## src/rtl/bpuc_pkg.sv

```systemverilog
// Shared types and constants for the BMP pixel unpack and clip block.
// No dependencies; every other file in rtl/ imports this package.
package bpuc_pkg;

    // Default build limits
    localparam int MAX_WIDTH_DEF     = 1024;
    localparam int MAX_HEIGHT_DEF    = 1024;
    localparam int SCREEN_WIDTH_DEF  = 800;
    localparam int SCREEN_HEIGHT_DEF = 480;

    // Field widths
    localparam int BYTE_W     = 8;
    localparam int SCR_X_W    = 10;
    localparam int SCR_Y_W    = 9;
    localparam int COLOR_W    = 32;
    localparam int HELD_W     = 24;
    localparam int PHASE_W    = 2;
    localparam int PAD_W      = 2;
    localparam int IMG_DIM_W  = 11;
    localparam int CFG_DATA_W = 11;
    localparam int CFG_IDX_W  = 3;

    // Result stream payload: x, y, color packed from bit 0, zero-filled to bytes
    localparam int RES_BITS     = SCR_X_W + SCR_Y_W + COLOR_W;
    localparam int OUT_TDATA_W  = ((RES_BITS + 7) / 8) * 8;
    localparam int OUT_FILL_W   = OUT_TDATA_W - RES_BITS;

    // Register indexes of the configuration port
    localparam logic [CFG_IDX_W-1:0] CFG_IMAGE_WIDTH  = 3'd0;
    localparam logic [CFG_IDX_W-1:0] CFG_IMAGE_HEIGHT = 3'd1;
    localparam logic [CFG_IDX_W-1:0] CFG_FOUR_BYTE    = 3'd2;
    localparam logic [CFG_IDX_W-1:0] CFG_OFFSET_X     = 3'd3;
    localparam logic [CFG_IDX_W-1:0] CFG_OFFSET_Y     = 3'd4;

    // Pixel sizes in bytes
    localparam logic [2:0] PIX_SIZE_3 = 3'd3;
    localparam logic [2:0] PIX_SIZE_4 = 3'd4;

    typedef struct packed {
        logic [IMG_DIM_W-1:0] image_width;
        logic [IMG_DIM_W-1:0] image_height;
        logic                 four_byte_pixels;
        logic [SCR_X_W-1:0]   offset_x;
        logic [SCR_Y_W-1:0]   offset_y;
    } t_cfg;

    typedef struct packed {
        logic [COLOR_W-1:0] color;
        logic [SCR_Y_W-1:0] screen_y;
        logic [SCR_X_W-1:0] screen_x;
    } t_result;

endpackage

```

## src/rtl/bpuc_cfg.sv

```systemverilog
// Configuration register file for the BMP pixel unpack block.
// Depends on bpuc_pkg for register indexes and the t_cfg struct.
module bpuc_cfg (
    input  logic                           i_clk,
    input  logic                           i_rst_n,
    input  logic                           i_cfg_wr_en,
    input  logic [bpuc_pkg::CFG_IDX_W-1:0]  i_cfg_index,
    input  logic [bpuc_pkg::CFG_DATA_W-1:0] i_cfg_wdata,
    output bpuc_pkg::t_cfg                 o_cfg
);
    import bpuc_pkg::*;

    t_cfg r_cfg;

    always_ff @(posedge i_clk) begin
        if (!i_rst_n) begin
            r_cfg.image_width      <= IMG_DIM_W'(1);
            r_cfg.image_height     <= IMG_DIM_W'(1);
            r_cfg.four_byte_pixels <= 1'b0;
            r_cfg.offset_x         <= '0;
            r_cfg.offset_y         <= '0;
        end else if (i_cfg_wr_en) begin
            unique case (i_cfg_index)
                CFG_IMAGE_WIDTH:  r_cfg.image_width      <= i_cfg_wdata[IMG_DIM_W-1:0];
                CFG_IMAGE_HEIGHT: r_cfg.image_height     <= i_cfg_wdata[IMG_DIM_W-1:0];
                CFG_FOUR_BYTE:    r_cfg.four_byte_pixels <= i_cfg_wdata[0];
                CFG_OFFSET_X:     r_cfg.offset_x         <= i_cfg_wdata[SCR_X_W-1:0];
                CFG_OFFSET_Y:     r_cfg.offset_y         <= i_cfg_wdata[SCR_Y_W-1:0];
                default: ;
            endcase
        end
    end

    assign o_cfg = r_cfg;

endmodule

```

## src/rtl/bpuc_unpack.sv

```systemverilog
// Input register, byte/pixel/row counters and screen clip of the unpack block.
// Depends on bpuc_pkg for t_cfg, t_result and field widths.
module bpuc_unpack #(
    parameter int MAX_WIDTH     = bpuc_pkg::MAX_WIDTH_DEF,
    parameter int MAX_HEIGHT    = bpuc_pkg::MAX_HEIGHT_DEF,
    parameter int SCREEN_WIDTH  = bpuc_pkg::SCREEN_WIDTH_DEF,
    parameter int SCREEN_HEIGHT = bpuc_pkg::SCREEN_HEIGHT_DEF
) (
    input  logic                       i_clk,
    input  logic                       i_rst_n,
    input  bpuc_pkg::t_cfg             i_cfg,
    input  logic                       i_in_valid,
    output logic                       o_in_ready,
    input  logic [bpuc_pkg::BYTE_W-1:0] i_in_byte,
    input  logic                       i_in_first,
    input  logic                       i_res_ready,
    output logic                       o_res_valid,
    output bpuc_pkg::t_result          o_res
);
    import bpuc_pkg::*;

    localparam int CB = (MAX_WIDTH > 1) ? $clog2(MAX_WIDTH) : 1;
    localparam int WW = $clog2(MAX_WIDTH + 1);
    localparam int RB = $clog2(MAX_HEIGHT + 1);
    localparam int XW = ((CB > SCR_X_W) ? CB : SCR_X_W) + 1;
    localparam int YW = ((RB > SCR_Y_W) ? RB : SCR_Y_W) + 1;

    // Input register
    logic              r_in_valid;
    logic [BYTE_W-1:0] r_in_byte;
    logic              r_in_first;

    // Unpack state
    logic [CB-1:0]      r_col, n_col;
    logic [RB-1:0]      r_row, n_row;
    logic [PHASE_W-1:0] r_phase, n_phase;
    logic [PAD_W-1:0]   r_pad, n_pad;
    logic [HELD_W-1:0]  r_held, n_held;

    logic               advance;
    logic               accept;
    logic [WW-1:0]      w;
    logic [RB-1:0]      h;
    logic [2:0]         pix_size;
    logic [CB-1:0]      col_e;
    logic [RB-1:0]      row_e;
    logic [PHASE_W-1:0] phase_e;
    logic [PAD_W-1:0]   pad_e;
    logic [HELD_W-1:0]  held_e;
    logic [CB:0]        col_inc;
    logic [2:0]         phase_inc;
    logic [XW-1:0]      x;
    logic [YW-1:0]      y;
    logic [COLOR_W-1:0] color;
    logic               emit;

    assign advance    = r_in_valid && i_res_ready;
    assign o_in_ready = !r_in_valid || i_res_ready;
    assign accept     = i_in_valid && o_in_ready;

    always_ff @(posedge i_clk) begin
        if (!i_rst_n) begin
            r_in_valid <= 1'b0;
        end else if (accept) begin
            r_in_valid <= 1'b1;
        end else if (advance) begin
            r_in_valid <= 1'b0;
        end
    end

    always_ff @(posedge i_clk) begin
        if (accept) begin
            r_in_byte  <= i_in_byte;
            r_in_first <= i_in_first;
        end
    end

    // Clamp the header dimensions to the build limits
    always_comb begin
        if (32'(i_cfg.image_width) > MAX_WIDTH) begin
            w = WW'(MAX_WIDTH);
        end else begin
            w = WW'(i_cfg.image_width);
        end
        if (32'(i_cfg.image_height) > MAX_HEIGHT) begin
            h = RB'(MAX_HEIGHT);
        end else begin
            h = RB'(i_cfg.image_height);
        end
    end

    assign pix_size = i_cfg.four_byte_pixels ? PIX_SIZE_4 : PIX_SIZE_3;

    // First flag restarts the counters before the byte is used
    assign col_e   = r_in_first ? '0 : r_col;
    assign row_e   = r_in_first ? '0 : r_row;
    assign phase_e = r_in_first ? '0 : r_phase;
    assign pad_e   = r_in_first ? '0 : r_pad;
    assign held_e  = r_in_first ? '0 : r_held;

    assign col_inc   = {1'b0, col_e} + (CB+1)'(1);
    assign phase_inc = {1'b0, phase_e} + 3'd1;

    assign x = XW'(i_cfg.offset_x) + XW'(col_e);
    assign y = YW'(i_cfg.offset_y) + YW'(h) - YW'(row_e) - YW'(1);

    always_comb begin
        n_col   = col_e;
        n_row   = row_e;
        n_phase = phase_e;
        n_pad   = pad_e;
        n_held  = held_e;
        emit    = 1'b0;
        color   = {held_e, r_in_byte};
        if (pix_size == PIX_SIZE_3) begin
            color[COLOR_W-1:HELD_W] = '0;
        end
        if (w == '0 || h == '0 || row_e >= h) begin
            // past the last row or empty image: drop the byte
        end else if (pad_e != '0) begin
            n_pad = pad_e - PAD_W'(1);
        end else if (phase_inc < pix_size) begin
            n_held  = {held_e[HELD_W-BYTE_W-1:0], r_in_byte};
            n_phase = phase_inc[PHASE_W-1:0];
        end else begin
            n_held  = '0;
            n_phase = '0;
            emit    = (32'(x) < SCREEN_WIDTH) && (32'(y) < SCREEN_HEIGHT);
            if (32'(col_inc) >= 32'(w)) begin
                n_col = '0;
                n_row = row_e + RB'(1);
                n_pad = i_cfg.four_byte_pixels ? '0 : w[PAD_W-1:0];
            end else begin
                n_col = col_inc[CB-1:0];
            end
        end
    end

    always_ff @(posedge i_clk) begin
        if (!i_rst_n) begin
            r_col   <= '0;
            r_row   <= '0;
            r_phase <= '0;
            r_pad   <= '0;
            r_held  <= '0;
        end else if (advance) begin
            r_col   <= n_col;
            r_row   <= n_row;
            r_phase <= n_phase;
            r_pad   <= n_pad;
            r_held  <= n_held;
        end
    end

    assign o_res_valid    = advance && emit;
    assign o_res.screen_x = x[SCR_X_W-1:0];
    assign o_res.screen_y = y[SCR_Y_W-1:0];
    assign o_res.color    = color;

endmodule

```

## src/rtl/bpuc_out_reg.sv

```systemverilog
// Result register driving the master-side stream of the unpack block.
// Depends on bpuc_pkg for t_result and the packed tdata width.
module bpuc_out_reg (
    input  logic                            i_clk,
    input  logic                            i_rst_n,
    input  logic                            i_res_valid,
    input  bpuc_pkg::t_result               i_res,
    output logic                            o_res_ready,
    output logic                            o_m_tvalid,
    input  logic                            i_m_tready,
    output logic [bpuc_pkg::OUT_TDATA_W-1:0] o_m_tdata
);
    import bpuc_pkg::*;

    logic    r_valid;
    t_result r_res;

    assign o_res_ready = !r_valid || i_m_tready;

    always_ff @(posedge i_clk) begin
        if (!i_rst_n) begin
            r_valid <= 1'b0;
        end else if (o_res_ready) begin
            r_valid <= i_res_valid;
        end
    end

    always_ff @(posedge i_clk) begin
        if (o_res_ready && i_res_valid) begin
            r_res <= i_res;
        end
    end

    assign o_m_tvalid = r_valid;
    assign o_m_tdata  = {OUT_FILL_W'(0), r_res};

endmodule

```

## src/rtl/bmp_pixel_unpack_clip_core.sv

```systemverilog
// BMP pixel array unpack and clip: one byte in per cycle unless stalled, one screen write per on-screen pixel.
// Each accepted byte passes the input register, then the result register, before its
// screen write request is valid.
// Throughput: one byte per cycle; stalls only while a result waits on the downstream side.
// Reset (synchronous, active low) clears all counters, both valid flags and sets the
// registers to width 1, height 1, 24-bit pixels, zero offsets. No clearing pass.
module bmp_pixel_unpack_clip_core #(
    parameter int MAX_WIDTH     = bpuc_pkg::MAX_WIDTH_DEF,
    parameter int MAX_HEIGHT    = bpuc_pkg::MAX_HEIGHT_DEF,
    parameter int SCREEN_WIDTH  = bpuc_pkg::SCREEN_WIDTH_DEF,
    parameter int SCREEN_HEIGHT = bpuc_pkg::SCREEN_HEIGHT_DEF
) (
    input  logic                            i_clk,
    input  logic                            i_rst_n,
    // configuration write port
    input  logic                            i_cfg_wr_en,
    input  logic [bpuc_pkg::CFG_IDX_W-1:0]   i_cfg_index,
    input  logic [bpuc_pkg::CFG_DATA_W-1:0]  i_cfg_wdata,
    // byte stream in
    input  logic                            i_s_tvalid,
    output logic                            o_s_tready,
    input  logic [7:0]                      i_s_tdata,  // [7:0] pixel_byte
    input  logic                            i_s_tuser,  // [0] first
    // screen write stream out
    output logic                            o_m_tvalid,
    input  logic                            i_m_tready,
    output logic [bpuc_pkg::OUT_TDATA_W-1:0] o_m_tdata   // [9:0] screen_x, [18:10] screen_y,
                                                        // [50:19] color, rest zero
);
    import bpuc_pkg::*;

    t_cfg    cfg;
    t_result res;
    logic    res_valid;
    logic    res_ready;

    // Header values; the user writes them only while the stream is idle, the block does not enforce it
    bpuc_cfg u_cfg (
        .i_clk       (i_clk),
        .i_rst_n     (i_rst_n),
        .i_cfg_wr_en (i_cfg_wr_en),
        .i_cfg_index (i_cfg_index),
        .i_cfg_wdata (i_cfg_wdata),
        .o_cfg       (cfg)
    );

    // Hold the byte, then skip padding, gather pixel bytes, advance
    // column and row, and drop pixels that land off the screen
    bpuc_unpack #(
        .MAX_WIDTH     (MAX_WIDTH),
        .MAX_HEIGHT    (MAX_HEIGHT),
        .SCREEN_WIDTH  (SCREEN_WIDTH),
        .SCREEN_HEIGHT (SCREEN_HEIGHT)
    ) u_unpack (
        .i_clk       (i_clk),
        .i_rst_n     (i_rst_n),
        .i_cfg       (cfg),
        .i_in_valid  (i_s_tvalid),
        .o_in_ready  (o_s_tready),
        .i_in_byte   (i_s_tdata),
        .i_in_first  (i_s_tuser),
        .i_res_ready (res_ready),
        .o_res_valid (res_valid),
        .o_res       (res)
    );

    // Result register: the next byte keeps flowing while a result is taken
    bpuc_out_reg u_out_reg (
        .i_clk       (i_clk),
        .i_rst_n     (i_rst_n),
        .i_res_valid (res_valid),
        .i_res       (res),
        .o_res_ready (res_ready),
        .o_m_tvalid  (o_m_tvalid),
        .i_m_tready  (i_m_tready),
        .o_m_tdata   (o_m_tdata)
    );

    // A delivered screen write always lies on the screen
    a_x_on_screen: assert property (@(posedge i_clk) disable iff (!i_rst_n)
        o_m_tvalid |-> (32'(o_m_tdata[SCR_X_W-1:0]) < SCREEN_WIDTH))
        else $error("screen_x outside screen width");

    a_y_on_screen: assert property (@(posedge i_clk) disable iff (!i_rst_n)
        o_m_tvalid |-> (32'(o_m_tdata[SCR_X_W+SCR_Y_W-1:SCR_X_W]) < SCREEN_HEIGHT))
        else $error("screen_y outside screen height");

    // An empty result register never blocks the byte stream
    a_ready_when_empty: assert property (@(posedge i_clk) disable iff (!i_rst_n)
        !o_m_tvalid |-> o_s_tready)
        else $error("byte request stalled with empty result register");

    // Reset leaves no result pending
    a_reset_clears: assert property (@(posedge i_clk)
        !i_rst_n |=> !o_m_tvalid)
        else $error("result valid right after reset");

endmodule
```

## config.mk

```make
export PLATFORM = sky130hd
export DESIGN_NAME = bmp_pixel_unpack_clip_core
export DESIGN_NICKNAME = d
export VERILOG_FILES = /design/src/rtl/bpuc_pkg.sv /design/src/rtl/bpuc_cfg.sv /design/src/rtl/bpuc_unpack.sv /design/src/rtl/bpuc_out_reg.sv /design/src/rtl/bmp_pixel_unpack_clip_core.sv
export SDC_FILE = /design/constraint.sdc
export NUM_CORES = 1
export LEC_CHECK = 0
export ABC_AREA = 1
export BUFFER_PORTS_ARGS = -buffer_cell sky130_fd_sc_hd__buf_4
export CAP_MARGIN = 0
export CORE_MARGIN = 2
export CORE_UTILIZATION = 58
export DETAILED_ROUTE_END_ITERATION = 6
export GPL_TIMING_DRIVEN = 0
export PLACE_DENSITY = 0.86
export SLEW_MARGIN = 40
export SYNTH_ARGS = -nofsm -noshare
export SYNTH_HDL_FRONTEND = slang
export SYNTH_SLANG_ARGS = --single-unit
```

## constraint.sdc

```tcl
create_clock -name i_clk -period 14.4 [get_ports i_clk]
set_clock_uncertainty 0.05 [all_clocks]
set_input_delay 2.88 -clock i_clk [delete_from_list [all_inputs] [get_ports i_clk]]
set_output_delay 2.88 -clock i_clk [all_outputs]
set_load 0.02 [all_outputs]
```

==> metrics.txt, run 1 <==
CTS Root Cell=clkbuf_16; #FFs+latches synth=153; ant diodes=0; Die W=126 um; Rel. slew slack=0.522; # DRC=0; Cell Rows=44; Avg Cell Area, Syn=7.94 um^2; setup TNS=0 ns; Area contributors post-synth=dfxtp_1 22%, edfxtp_1 21%, nand2_1 10%, ha_1 7.1%, inv_1 7.1%; max-slew violations=0; FF-to-FF Start=u_unpack.r_in_first$_DFFE_PP_; cts hold-fix bufs=0; Syn. warnings=0; total grt overflow=0; Worst-Skew Late Latency=roughly 0.45 ns; Multi-input gate area=~0.004 mm^2; vias in the first global route=7150; Cells after Synth=1086; total length of routed wires=21.3 mm; H-tree levels=4; CTS Buffer Depth=2; die height=126 um; min cycle time layout=6.44 ns; crit path launch type=primary input; post-DR wirelength/cell=around 15 um; worst reg-to-reg setup slack=8.79 ns; CP required=around 11 ns; power per cell area=between 100 and 150 mW/mm^2; DRT Pass-1 Iters=6; Initial Utilization=0.593; CP Class=primary input to primary output; Post-CTS Resized=0; Main synth FF type=dfxtp_1; post-synthesis sequential area ratio=0.425; Setup violations, final=0; top-area cell type share of the netlist area=0.216; R2R Path End=u_out_reg.o_m_tdata[27]$_DFFE_PP_; Unique masters post-synth=46; register area=0.00366 mm^2; post-route ant nets=0; RSZ-0062 raised after global routing=no; Max FO, Critical Path=3; initial drt markers=around 650; R2R depth=20; Crit path arrival time=3.51 ns; layout cells sized above 1=0.151; IO Port Bufs=80; critical path endpoint=o_s_tready; maxcap violations=0; core area=0.0145 mm^2; Place WS=around 8 ns; Via Count=7634; largest net degree at the start of global routing=17; clock buffer count from CTS=17; post-DP HPWL=roughly 16 mm; Hold Crit Class=register to register; status=complete, no violations; fmax=155 MHz; Final Cell Area=0.0101 mm^2; first-pass GRT wire length=34.1 mm; Final #Nets=roughly 1300; setup repair bufs after CTS=0; I/O Pins=86; final hold vios=0; Final Cycle Share=0.447; leak pwr=about 4.6 nW; CTS tree=built; drt via density=5.48; CTS clk-pin slew, worst paths=0.07 ns; fillers=1151; Peak VDD IR=0.0795 mV; EDFF count, synth=60; cell area after synthesis=0.00862 mm^2; final worst slack=7.96 ns; Layout area overhead=17.0%; placed instance area=roughly 0.0095 mm^2; routability cong.=slightly below 1; Synth area leader=dfxtp_1; Tightest Pin Transition=0.716 ns; CP startpoint=i_m_tready; # clock sinks=roughly 150; Async S/R FF share, synth=0; GRT Overall Usage=0.271; Crit. End Element=primary output; die area=0.0159 mm^2; initial antenna violation count=0
-- routing by layer --
| metal | up-vias | share of wire | GRT usage |
|---|---|---|---|
| met5 | - | 0 | 0 |
| met4 | 0 | 0.025 | 0.0976 |
| met3 | 40 | 0.081 | 0.0607 |
| met2 | 322 | 0.47 | 0.441 |
| met1 | 3534 | 0.42 | 0.356 |
| li1 | 3738 | - | - |
-- logic make-up (layout without fill, tap and decap cells) --
| group | after synthesis | in the layout | synth area share |
|---|---|---|---|
| simple gates | 425 | 425 | 0.204 |
| buf+inv | 213 | 332 | 0.101 |
| compound gates | 213 | 213 | 0.152 |
| other cells | 1 | 5 | 0.000435 |
| flops | 153 | 153 | 0.425 |
| fa+ha+maj | 60 | 60 | 0.0967 |
| xor+xnor | 21 | 21 | 0.0213 |
-- worst max-delay path, cell delays in order --
cell and delay, ns:
buf_4 0.11, nor2_1 0.20, nand2_1 0.13, buf_4 0.18
-- area by class of cell --
cell class / instances / area share
plain buffers: 45 / 0.0235
clock buffers: 18 / 0.0426
clock inverters: 14 / 0.0138
inverters: 168 / 0.0625
multi-input cells: 724 / 0.407
flip-flops and latches: 153 / 0.363
well taps: 184 / 0.0228
repair buffers: 87 / 0.0640
-- flip-flops by register name, summed over array words and instances, names as in the netlist, 2 cells and up --
register,count
u_unpack.r_pad,2
u_unpack.r_in_byte,8
u_unpack.r_phase,2
u_out_reg.o_m_tdata,51
u_unpack.r_held,24
u_unpack.r_row,11
u_cfg.o_cfg,42
u_unpack.r_col,10
-- cell usage after synthesis, types with 2 or more instances --
library cell,count
o31ai_1,2
nand3_1,40
dfxtp_1,93
nand2_1,230
buf_8,2
nor3b_1,3
clkbuf_1,31
fa_1,11
nor2_1,117
inv_2,5
nand4_1,8
o21ai_1,32
edfxtp_1,60
ha_1,49
nor2_4,3
xor2_1,15
a211oi_1,2
buf_6,3
and2_1,3
a31oi_1,2
inv_1,162
buf_2,3
buf_4,5
nor3_1,14
a21oi_1,79
o21ai_0,52
a21o_1,4
o211ai_2,17
xnor2_1,6
a21oi_2,17
-- placed cells by master (no fill, tap or decap), types with 40 or more instances in the layout --
cell type / count
inv_1: 162
dfxtp_1: 93
nor2_1: 117
nand2_1: 230
nand3_1: 40
buf_4: 89
o21ai_0: 52
edfxtp_1: 60
a21oi_1: 79
ha_1: 49
-- how the worst min path moves through the flow --
stage | slack, ns | cells after the start | from | end
6_report | 0.39 | 0 | u_unpack.r_in_byte[5]$_DFFE_PP_ | u_out_reg.o_m_tdata[24]$_DFFE_PP_
5_1_grt | 0.40 | 0 | u_unpack.r_in_byte[5]$_DFFE_PP_ | u_out_reg.o_m_tdata[24]$_DFFE_PP_
4_1_cts | 0.40 | 0 | u_unpack.r_in_byte[5]$_DFFE_PP_ | u_out_reg.o_m_tdata[24]$_DFFE_PP_
3_5_place_dp | 0.38 | 0 | u_unpack.r_in_byte[7]$_DFFE_PP_ | u_out_reg.o_m_tdata[26]$_DFFE_PP_
3_3_place_gp | 0.38 | 0 | u_unpack.r_in_byte[6]$_DFFE_PP_ | u_out_reg.o_m_tdata[25]$_DFFE_PP_
2_1_floorplan | 0.38 | 0 | u_unpack.r_in_byte[0]$_DFFE_PP_ | u_out_reg.o_m_tdata[19]$_DFFE_PP_
-- metrics by stage --
| stage | power, mW | util | std cells | hold WS (ns) |
|---|---|---|---|---|
| 6_report | 1.10 | 0.694 | 1393 | 0.394 |
| 5_1_grt | 1.14 | 0.694 | 1393 | 0.397 |
| 4_1_cts | 1.10 | 0.694 | 1393 | 0.396 |
| 3_5_place_dp | 0.665 | 0.655 | 1361 | 0.384 |
| 3_3_place_gp | 0.659 | 0.651 | 1354 | 0.381 |
| 2_1_floorplan | 0.618 | - | 1090 | 0.376 |
-- power breakdown --
group / internal, mW / total (mW) / switching [mW]
combinational: 0.0652 / 0.187 / 0.122
clock: 0.242 / 0.438 / 0.195
sequential: 0.466 / 0.474 / 0.00841
total: 0.773 / 1.10 / 0.325
Power figures use the tool's default switching activity.
==> run 2: changes to the inputs <==
==> constraint.sdc (replaced) <==
create_clock -name i_clk -period 6.6 [get_ports i_clk]
set_clock_uncertainty 0.05 [all_clocks]
set_input_delay 1.32 -clock i_clk [delete_from_list [all_inputs] [get_ports i_clk]]
set_output_delay 1.32 -clock i_clk [all_outputs]
set_load 0.02 [all_outputs]
==> run 2 against run 1 <==
Sequential cell count unchanged. Combinational power up 120%. Sequential power up 120%. Largest power group unchanged. Via count about the same. Critical path type is now register to register. Hold slack better by 0.0069 ns. Total power up 110%.
==> metrics.txt, run 2 (synthesis gave the netlist of run 1 again) <==
GRT Overall Usage=0.272 (+0.00106); RSZ-0062 raised after global routing=no; CTS tree=built; Final Cell Area=0.0101 mm^2 (-0.21%); cts hold-fix bufs=0 (unchanged); Tightest Pin Transition=0.781 ns (+0.0650 ns); Crit. End Element=register; # clock sinks=153 (unchanged); CTS clk-pin slew, worst paths=0.06 ns (about the same); die height=126 um (unchanged); layout cells sized above 1=0.148 (-0.00211); Max FO, Critical Path=14 (+11); CTS Buffer Depth=2 (unchanged); most frequent cells in the layout=230 x nand2_1, 162 x inv_1, 117 x nor2_1, 93 x dfxtp_1, 86 x buf_4; max-slew violations=0 (unchanged); clock buffer count from CTS=17 (unchanged); drt via density=5.49 (+0.24%); Layout area overhead=16.7%; Crit path arrival time=5.22 ns (+1.71 ns); CP Class=register to register; final worst slack=1.48 ns (-6.49 ns); maxcap violations=0 (unchanged); ant diodes=0 (unchanged); total grt overflow=0 (unchanged); die area=0.0159 mm^2 (unchanged); DRT Pass-1 Iters=7 (+1); P_int=1.65 mW (+110%); largest net degree at the start of global routing=17 (unchanged); Clk network pwr share=0.386 (-0.012); initial antenna violation count=0 (unchanged); first-pass GRT wire length=34.5 mm (+1.0%); CTS Root Cell=clkbuf_16; Worst-Skew Late Latency=0.44 ns (about the same); Hold Crit Class=register to register; routability cong.=0.994 (+0.54%); placed instance area=0.00952 mm^2 (about the same); Via Count=7636 (+0.026%); Cell Rows=44 (unchanged); Flop pwr share=0.439 (+0.007); power per cell area=234 mW/mm^2 (+110%); switching portion of total power=0.300 (+0.00432); vias in the first global route=7243 (+1.3%); global routing usage on met3=0.0514 (-0.00935); GRT met1 Usage=0.360 (+0.00392); Switch Pwr=0.707 mW (+120%); total length of routed wires=21.3 mm (about the same); busiest grt layer=met2; slowest CP cell=fa_1; Initial Utilization=0.593 (unchanged); initial drt markers=909 (+41%); post-DR wirelength/cell=15.3 um (+0.28%); post-route ant nets=0 (unchanged); leak pwr=4.60 nW (-0.74%); worst reg-to-reg setup slack=1.48 ns (-7.31 ns); max incr delay on CP=0.56 ns (+0.36 ns); post-DP HPWL=15.7 mm (-0.96%); core area=0.0145 mm^2 (unchanged); critical path, cell by cell=clkbuf_1 -> buf_1 -> nor2_1 -> fa_1 -> inv_1 -> ha_1 -> fa_1 -> nand2_1 -> nand3_1 -> nand2_1 -> o21ai_0 -> or2_2 -> nand2_1 -> inv_1 -> nor3_4 -> buf_6 -> buf_6 -> buf_6; min cycle time layout=approximately 5 ns; M2 GR Usage=0.441 (-0.000949); Post-CTS Resized=0 (unchanged); CP required=6.69 ns (-4.78 ns); Die W=126 um (unchanged); fmax=195 MHz; max reg flops=51 (unchanged); Final #Nets=1281 (-0.23%); Buf/Inv on CP=7 (+5); final hold vios=0 (unchanged); most common cell after layout, fill and taps aside=nand2_1; combinational share of power=0.174 (+0.004); Final Cycle Share=0.776; Place WS=1.60 ns (-6.36 ns); H-tree levels=4 (unchanged); largest delay contributor family on the critical path=buffers and inverters; # DRC=0 (unchanged); Rel. slew slack=0.479 (-0.0433); status=complete, no violations; Peak VDD IR=0.178 mV (+120%); I/O Pins=86 (unchanged); IO Port Bufs=80 (unchanged); crit path launch type=register; setup repair bufs after CTS=0 (unchanged); Setup violations, final=0 (unchanged)
[run 2: per-stage QoR]
step / setup TNS (ns) / hold slack [ns] / instances / util / power, mW
final: 0 / 0.401 / 1390 / 0.692 / 2.36
after floorplan: 0 / 0.376 / 1090 / - / 1.35
after global placement: -21.80 / 0.381 / 1354 / 0.652 / 1.44
after global routing: 0 / 0.411 / 1390 / 0.692 / 2.44
after detailed placement: 0 / 0.390 / 1358 / 0.655 / 1.45
after CTS: 0 / 0.405 / 1390 / 0.692 / 2.35
[run 2: final timing paths]
check	to	cells past startpoint	startpoint
hold / removal	u_out_reg.o_m_tdata[23]$_DFFE_PP_	0	u_unpack.r_in_byte[4]$_DFFE_PP_
hold reg to reg	u_out_reg.o_m_tdata[23]$_DFFE_PP_	0	u_unpack.r_in_byte[4]$_DFFE_PP_
setup reg to reg	u_out_reg.o_m_tdata[19]$_DFFE_PP_	18	u_unpack.r_in_first$_DFFE_PP_
setup / recovery	u_out_reg.o_m_tdata[19]$_DFFE_PP_	18	u_unpack.r_in_first$_DFFE_PP_
[run 2: layer usage]
layer / share of wire / vias up
met3: 0.087 / 65
met2: 0.47 / 322
met1: 0.42 / 3522
li1: - / 3727
met4: 0.028 / 0
met5: 0 / -
[run 2: area by class of cell]
| class | instances | area (um^2) |
|---|---|---|
| Buffer | 45 | 236 |
| Clock buffer | 18 | 429 |
| Clock inverter | 14 | 115 |
| Fill cell | 1160 | 4470 |
| Inverter | 168 | 631 |
| Multi-Input combinational cell | 724 | 4120 |
| Sequential cell | 153 | 3660 |
| Tap cell | 184 | 230 |
| Timing Repair Buffer | 84 | 642 |
[run 2: power groups by stage]
stage	clock [mW]	sequential (mW)	combinational, mW
after floorplan	0	1.05	0.297
after global placement	0	1.05	0.385
after detailed placement	0	1.05	0.398
after CTS	0.914	1.03	0.403
after global routing	0.951	1.04	0.456
final	0.910	1.03	0.410
==> run 3: changes to the inputs <==
--- a/config.mk
+++ b/config.mk
@@ -5,14 +5,14 @@
 export SDC_FILE = /design/constraint.sdc
 export NUM_CORES = 1
 export LEC_CHECK = 0
-export ABC_AREA = 1
+export ABC_AREA = 0
 export BUFFER_PORTS_ARGS = -buffer_cell sky130_fd_sc_hd__buf_4
 export CAP_MARGIN = 0
 export CORE_MARGIN = 2
-export CORE_UTILIZATION = 58
+export CORE_UTILIZATION = 53
 export DETAILED_ROUTE_END_ITERATION = 6
 export GPL_TIMING_DRIVEN = 0
-export PLACE_DENSITY = 0.86
+export PLACE_DENSITY = 0.83
 export SLEW_MARGIN = 40
 export SYNTH_ARGS = -nofsm -noshare
 export SYNTH_HDL_FRONTEND = slang
==> constraint.sdc (replaced) <==
create_clock -name i_clk -period 4.7 [get_ports i_clk]
set_clock_uncertainty 0.05 [all_clocks]
set_input_delay 0.94 -clock i_clk [delete_from_list [all_inputs] [get_ports i_clk]]
set_output_delay 0.94 -clock i_clk [all_outputs]
set_load 0.02 [all_outputs]
==> run 3 against run 2 <==
Register-to-register slack worse by 1.3 ns. First-iteration DRC count down 26%. Maximum frequency up 14%. Cell count down 18%. Die area up 1.7%. Synthesized cell count down 24%. Setup slack worse by 1.3 ns. Critical endpoint is now u_out_reg.o_m_tdata[0]$_DFFE_PP_. Largest cell class unchanged.
==> metrics.txt, run 3 <==
IO Port Bufs=80 (unchanged); # DRC=0 (unchanged); fillers=1171 (+0.95%); slowest CP cell=fa_1; post-route ant nets=0 (unchanged); Worst-Skew Late Latency=0.43 ns (about the same); Tightest Pin Transition=0.857 ns (+0.0756 ns); R2R depth=15 (-3); setup TNS=0 ns (unchanged); die height=127 um (+0.84%); die area=0.0161 mm^2 (+1.7%); GRT Overall Usage=0.258 (-0.0139); Cells after Synth=830 (-24%); top-area cell type share of the netlist area=0.232 (+0.0163); first-pass GRT wire length=32.5 mm (-5.6%); max reg flops=51 (unchanged); post-DP HPWL=14.4 mm (-8.3%); Peak VDD IR=0.257 mV (+44%); crit path launch type=register; Max FO, Critical Path=18 (+4); core area=0.0146 mm^2 (+0.76%); Async S/R FF share, synth=0 (unchanged); Die W=127 um (+0.84%); CTS Root Cell=clkbuf_16; CTS Buffer Depth=2 (unchanged); Final Cycle Share=0.958 (+0.182); Final Power=3.15 mW (+34%); Flop pwr share=0.455 (+0.016); Avg Cell Area, Syn=9.66 um^2 (+22%); max incr delay on CP=0.43 ns (-0.13 ns); R2R Path End=u_out_reg.o_m_tdata[0]$_DFFE_PP_; final hold vios=0 (unchanged); most frequent cells in the layout=143 x nand2_1, 93 x dfxtp_1, 88 x buf_4, 60 x edfxtp_1, 55 x nor2b_1; Crit path arrival time=4.59 ns (-0.63 ns); min cycle time layout=4.50 ns (-0.620 ns); clock buffer count from CTS=17 (unchanged); worst reg-to-reg setup slack=0.20 ns (-1.28 ns); initial drt markers=677 (-26%); EDFF count, synth=60 (unchanged); Worst Hold Depth=0 (unchanged); drt via density=5.89 (+7.2%); Via Count=6683 (-12%); Clk network pwr share=0.429 (+0.043); CTS clk-pin slew, worst paths=0.07 ns (about the same); Switch Pwr=0.848 mW (+20%); hold_sp=u_unpack.r_in_byte[4]$_DFFE_PP_; largest net degree at the start of global routing=19 (+2); total grt overflow=0 (unchanged); Worst Hold End=u_out_reg.o_m_tdata[23]$_DFFE_PP_; vias in the first global route=6370 (-12%); Cell Rows=44 (unchanged); FF-to-FF Start=u_unpack.r_in_first$_DFFE_PP_; CP required=4.79 ns (-1.90 ns); most frequent CP cell=fa_1; max-slew violations=0 (unchanged); Syn. warnings=0 (unchanged); most common cell after layout, fill and taps aside=nand2_1; Hold Crit Class=register to register; H-tree levels=4 (unchanged); cts hold-fix bufs=0 (unchanged); Unique masters post-synth=64 (+39%); Synth area leader=dfxtp_1; post-synthesis sequential area ratio=0.457 (+0.0321); count leader, synth=nand2_1; Initial Utilization=0.547 (-0.0458); CP Class=register to register; leak pwr=3.84 nW (-17%); cell area after synthesis=0.00801 mm^2 (-7.0%); status=complete, no violations; power per cell area=328 mW/mm^2 (+40%); Final #Nets=1026 (-20%); I/O Pins=86 (unchanged); Layout area overhead=19.7%; Rel. slew slack=0.428 (-0.0515); post-DR wirelength/cell=18.2 um (+19%); Crit. End Element=register; RSZ-0062 raised after global routing=no; P_int=2.30 mW (+40%); fmax=222 MHz (+14%); top post-synthesis cells by count=143 x nand2_1, 93 x dfxtp_1, 60 x edfxtp_1; worst hold margin=0.414 ns (+0.0129 ns); critical path, cell by cell=buf_6 -> buf_2 -> nand2b_2 -> fa_1 -> ha_1 -> fa_1 -> a21oi_1 -> nor2b_1 -> a311o_1 -> a31oi_4 -> xnor2_1 -> a2111oi_4 -> buf_4 -> and4b_4 -> buf_12; # clock sinks=153 (unchanged); DRT Pass-1 Iters=5 (-2); CTS tree=built; switching portion of total power=0.269 (-0.0310); Main synth FF type=dfxtp_1; Setup violations, final=0 (unchanged); routability cong.=0.926 (-6.8%); initial antenna violation count=1 (+1); #FFs+latches synth=153 (unchanged); layout cells sized above 1=0.157 (+0.00825); Area contributors post-synth=dfxtp_1 23%, edfxtp_1 22%, ha_1 7.7%, nand2_1 6.7%, nor2b_1 4.4%; combinational share of power=0.116 (-0.058); ant diodes=0 (unchanged); total length of routed wires=20.7 mm (-3.0%); maxcap violations=0 (unchanged)
==> run 3: changes by cell type in the layout (fill, tap and decap cells not counted), sizes merged, moves of 13 or more <==
cell | previous run | this run
nand3 | 42 | 27
a21oi | 96 | 20
a22o | 0 | 17
inv | 173 | 50
nor2b | 0 | 56
nand2b | 0 | 13
a21boi | 0 | 42
o21ai | 85 | 27
nand2 | 232 | 143
nor2 | 121 | 33
==> run 3: stage by stage <==
stage	instance area (um^2)	cells	setup slack [ns]	utilization
2_1_floorplan	8030	834	0.0526	-
3_3_place_gp	8860	1098	-0.831	0.605
3_5_place_dp	8860	1098	-0.950	0.605
4_1_cts	9580	1137	0.0220	0.654
5_1_grt	9590	1135	0.0189	0.655
6_report	9590	1135	0.196	0.655
==> run 3: cell type report <==
class,instances,area (um^2),area share
Tap cell,184,230,0.0240
Clock buffer,17,425,0.0443
Timing Repair Buffer,83,636,0.0663
Buffer,37,185,0.0193
Clock inverter,15,156,0.0163
Sequential cell,153,3660,0.382
Multi-Input combinational cell,604,4140,0.431
Inverter,42,158,0.0164
==> run 3: critical path, delay by kind of cell, from the launching register on <==
kind                       cells  cell delay, ns
and+or+nand+nor                3            0.58
xor gates and xnor gates       1            0.16
buffers and inverters          4            0.74
adders and majority gates      3            1.07
AOI/OAI and AO/OA              4            1.18
DFF                            1            0.39
==> run 3: logic make-up after synthesis <==
family                   share of synthesized area
adder cells (fa/ha/maj)                      0.104
multiplexers                                0.0112
AND/OR/NAND/NOR                              0.205
buffers and inverters                       0.0417
other                                     0.000468
AO/OA/AOI/OAI                                0.156
flip-flops                                   0.457
XOR/XNOR                                    0.0240
==> run 3: power by group through the flow <==
stage	clock network, mW	registers (mW)	logic (mW)
floorplan	0	1.45	0.231
CTS	1.36	1.43	0.353
global placement	0	1.46	0.320
finish	1.35	1.43	0.365
detailed placement	0	1.46	0.329
global route	1.42	1.43	0.399
==> run 3: worst max-delay path by stage <==
stage | from | end | slack, ns
after floorplan | u_unpack.r_in_first$_DFFE_PP_ | u_out_reg.o_m_tdata[0]$_DFFE_PP_ | 0.05
after global placement | u_unpack.r_in_first$_DFFE_PP_ | u_out_reg.o_m_tdata[0]$_DFFE_PP_ | -0.83
after detailed placement | u_unpack.r_in_first$_DFFE_PP_ | u_out_reg.o_m_tdata[0]$_DFFE_PP_ | -0.95
after CTS | u_unpack.r_in_first$_DFFE_PP_ | u_unpack.r_row[1]$_SDFFE_PN0P_ | 0.02
after global routing | u_unpack.r_in_first$_DFFE_PP_ | u_out_reg.o_m_tdata[0]$_DFFE_PP_ | 0.02
final | u_unpack.r_in_first$_DFFE_PP_ | u_out_reg.o_m_tdata[0]$_DFFE_PP_ | 0.20
==> run 3: timing repair <==
action | CTS | global route
setup endpoints to repair | 71 | 70
setup buffers | 3 | 0
pin swaps | 3 | 0
cloned | 5 | 0
resized for setup | 12 | 10
==> run 3: per-layer routing <==
| layer | part of all wire | GRT usage | wire length (um) |
|---|---|---|---|
| met3 | 0.066 | 0.0536 | 1350 |
| met1 | 0.42 | 0.333 | 8700 |
| met5 | 0 | 0 | 0 |
| met2 | 0.49 | 0.436 | 10100 |
| met4 | 0.023 | 0.0827 | 478 |
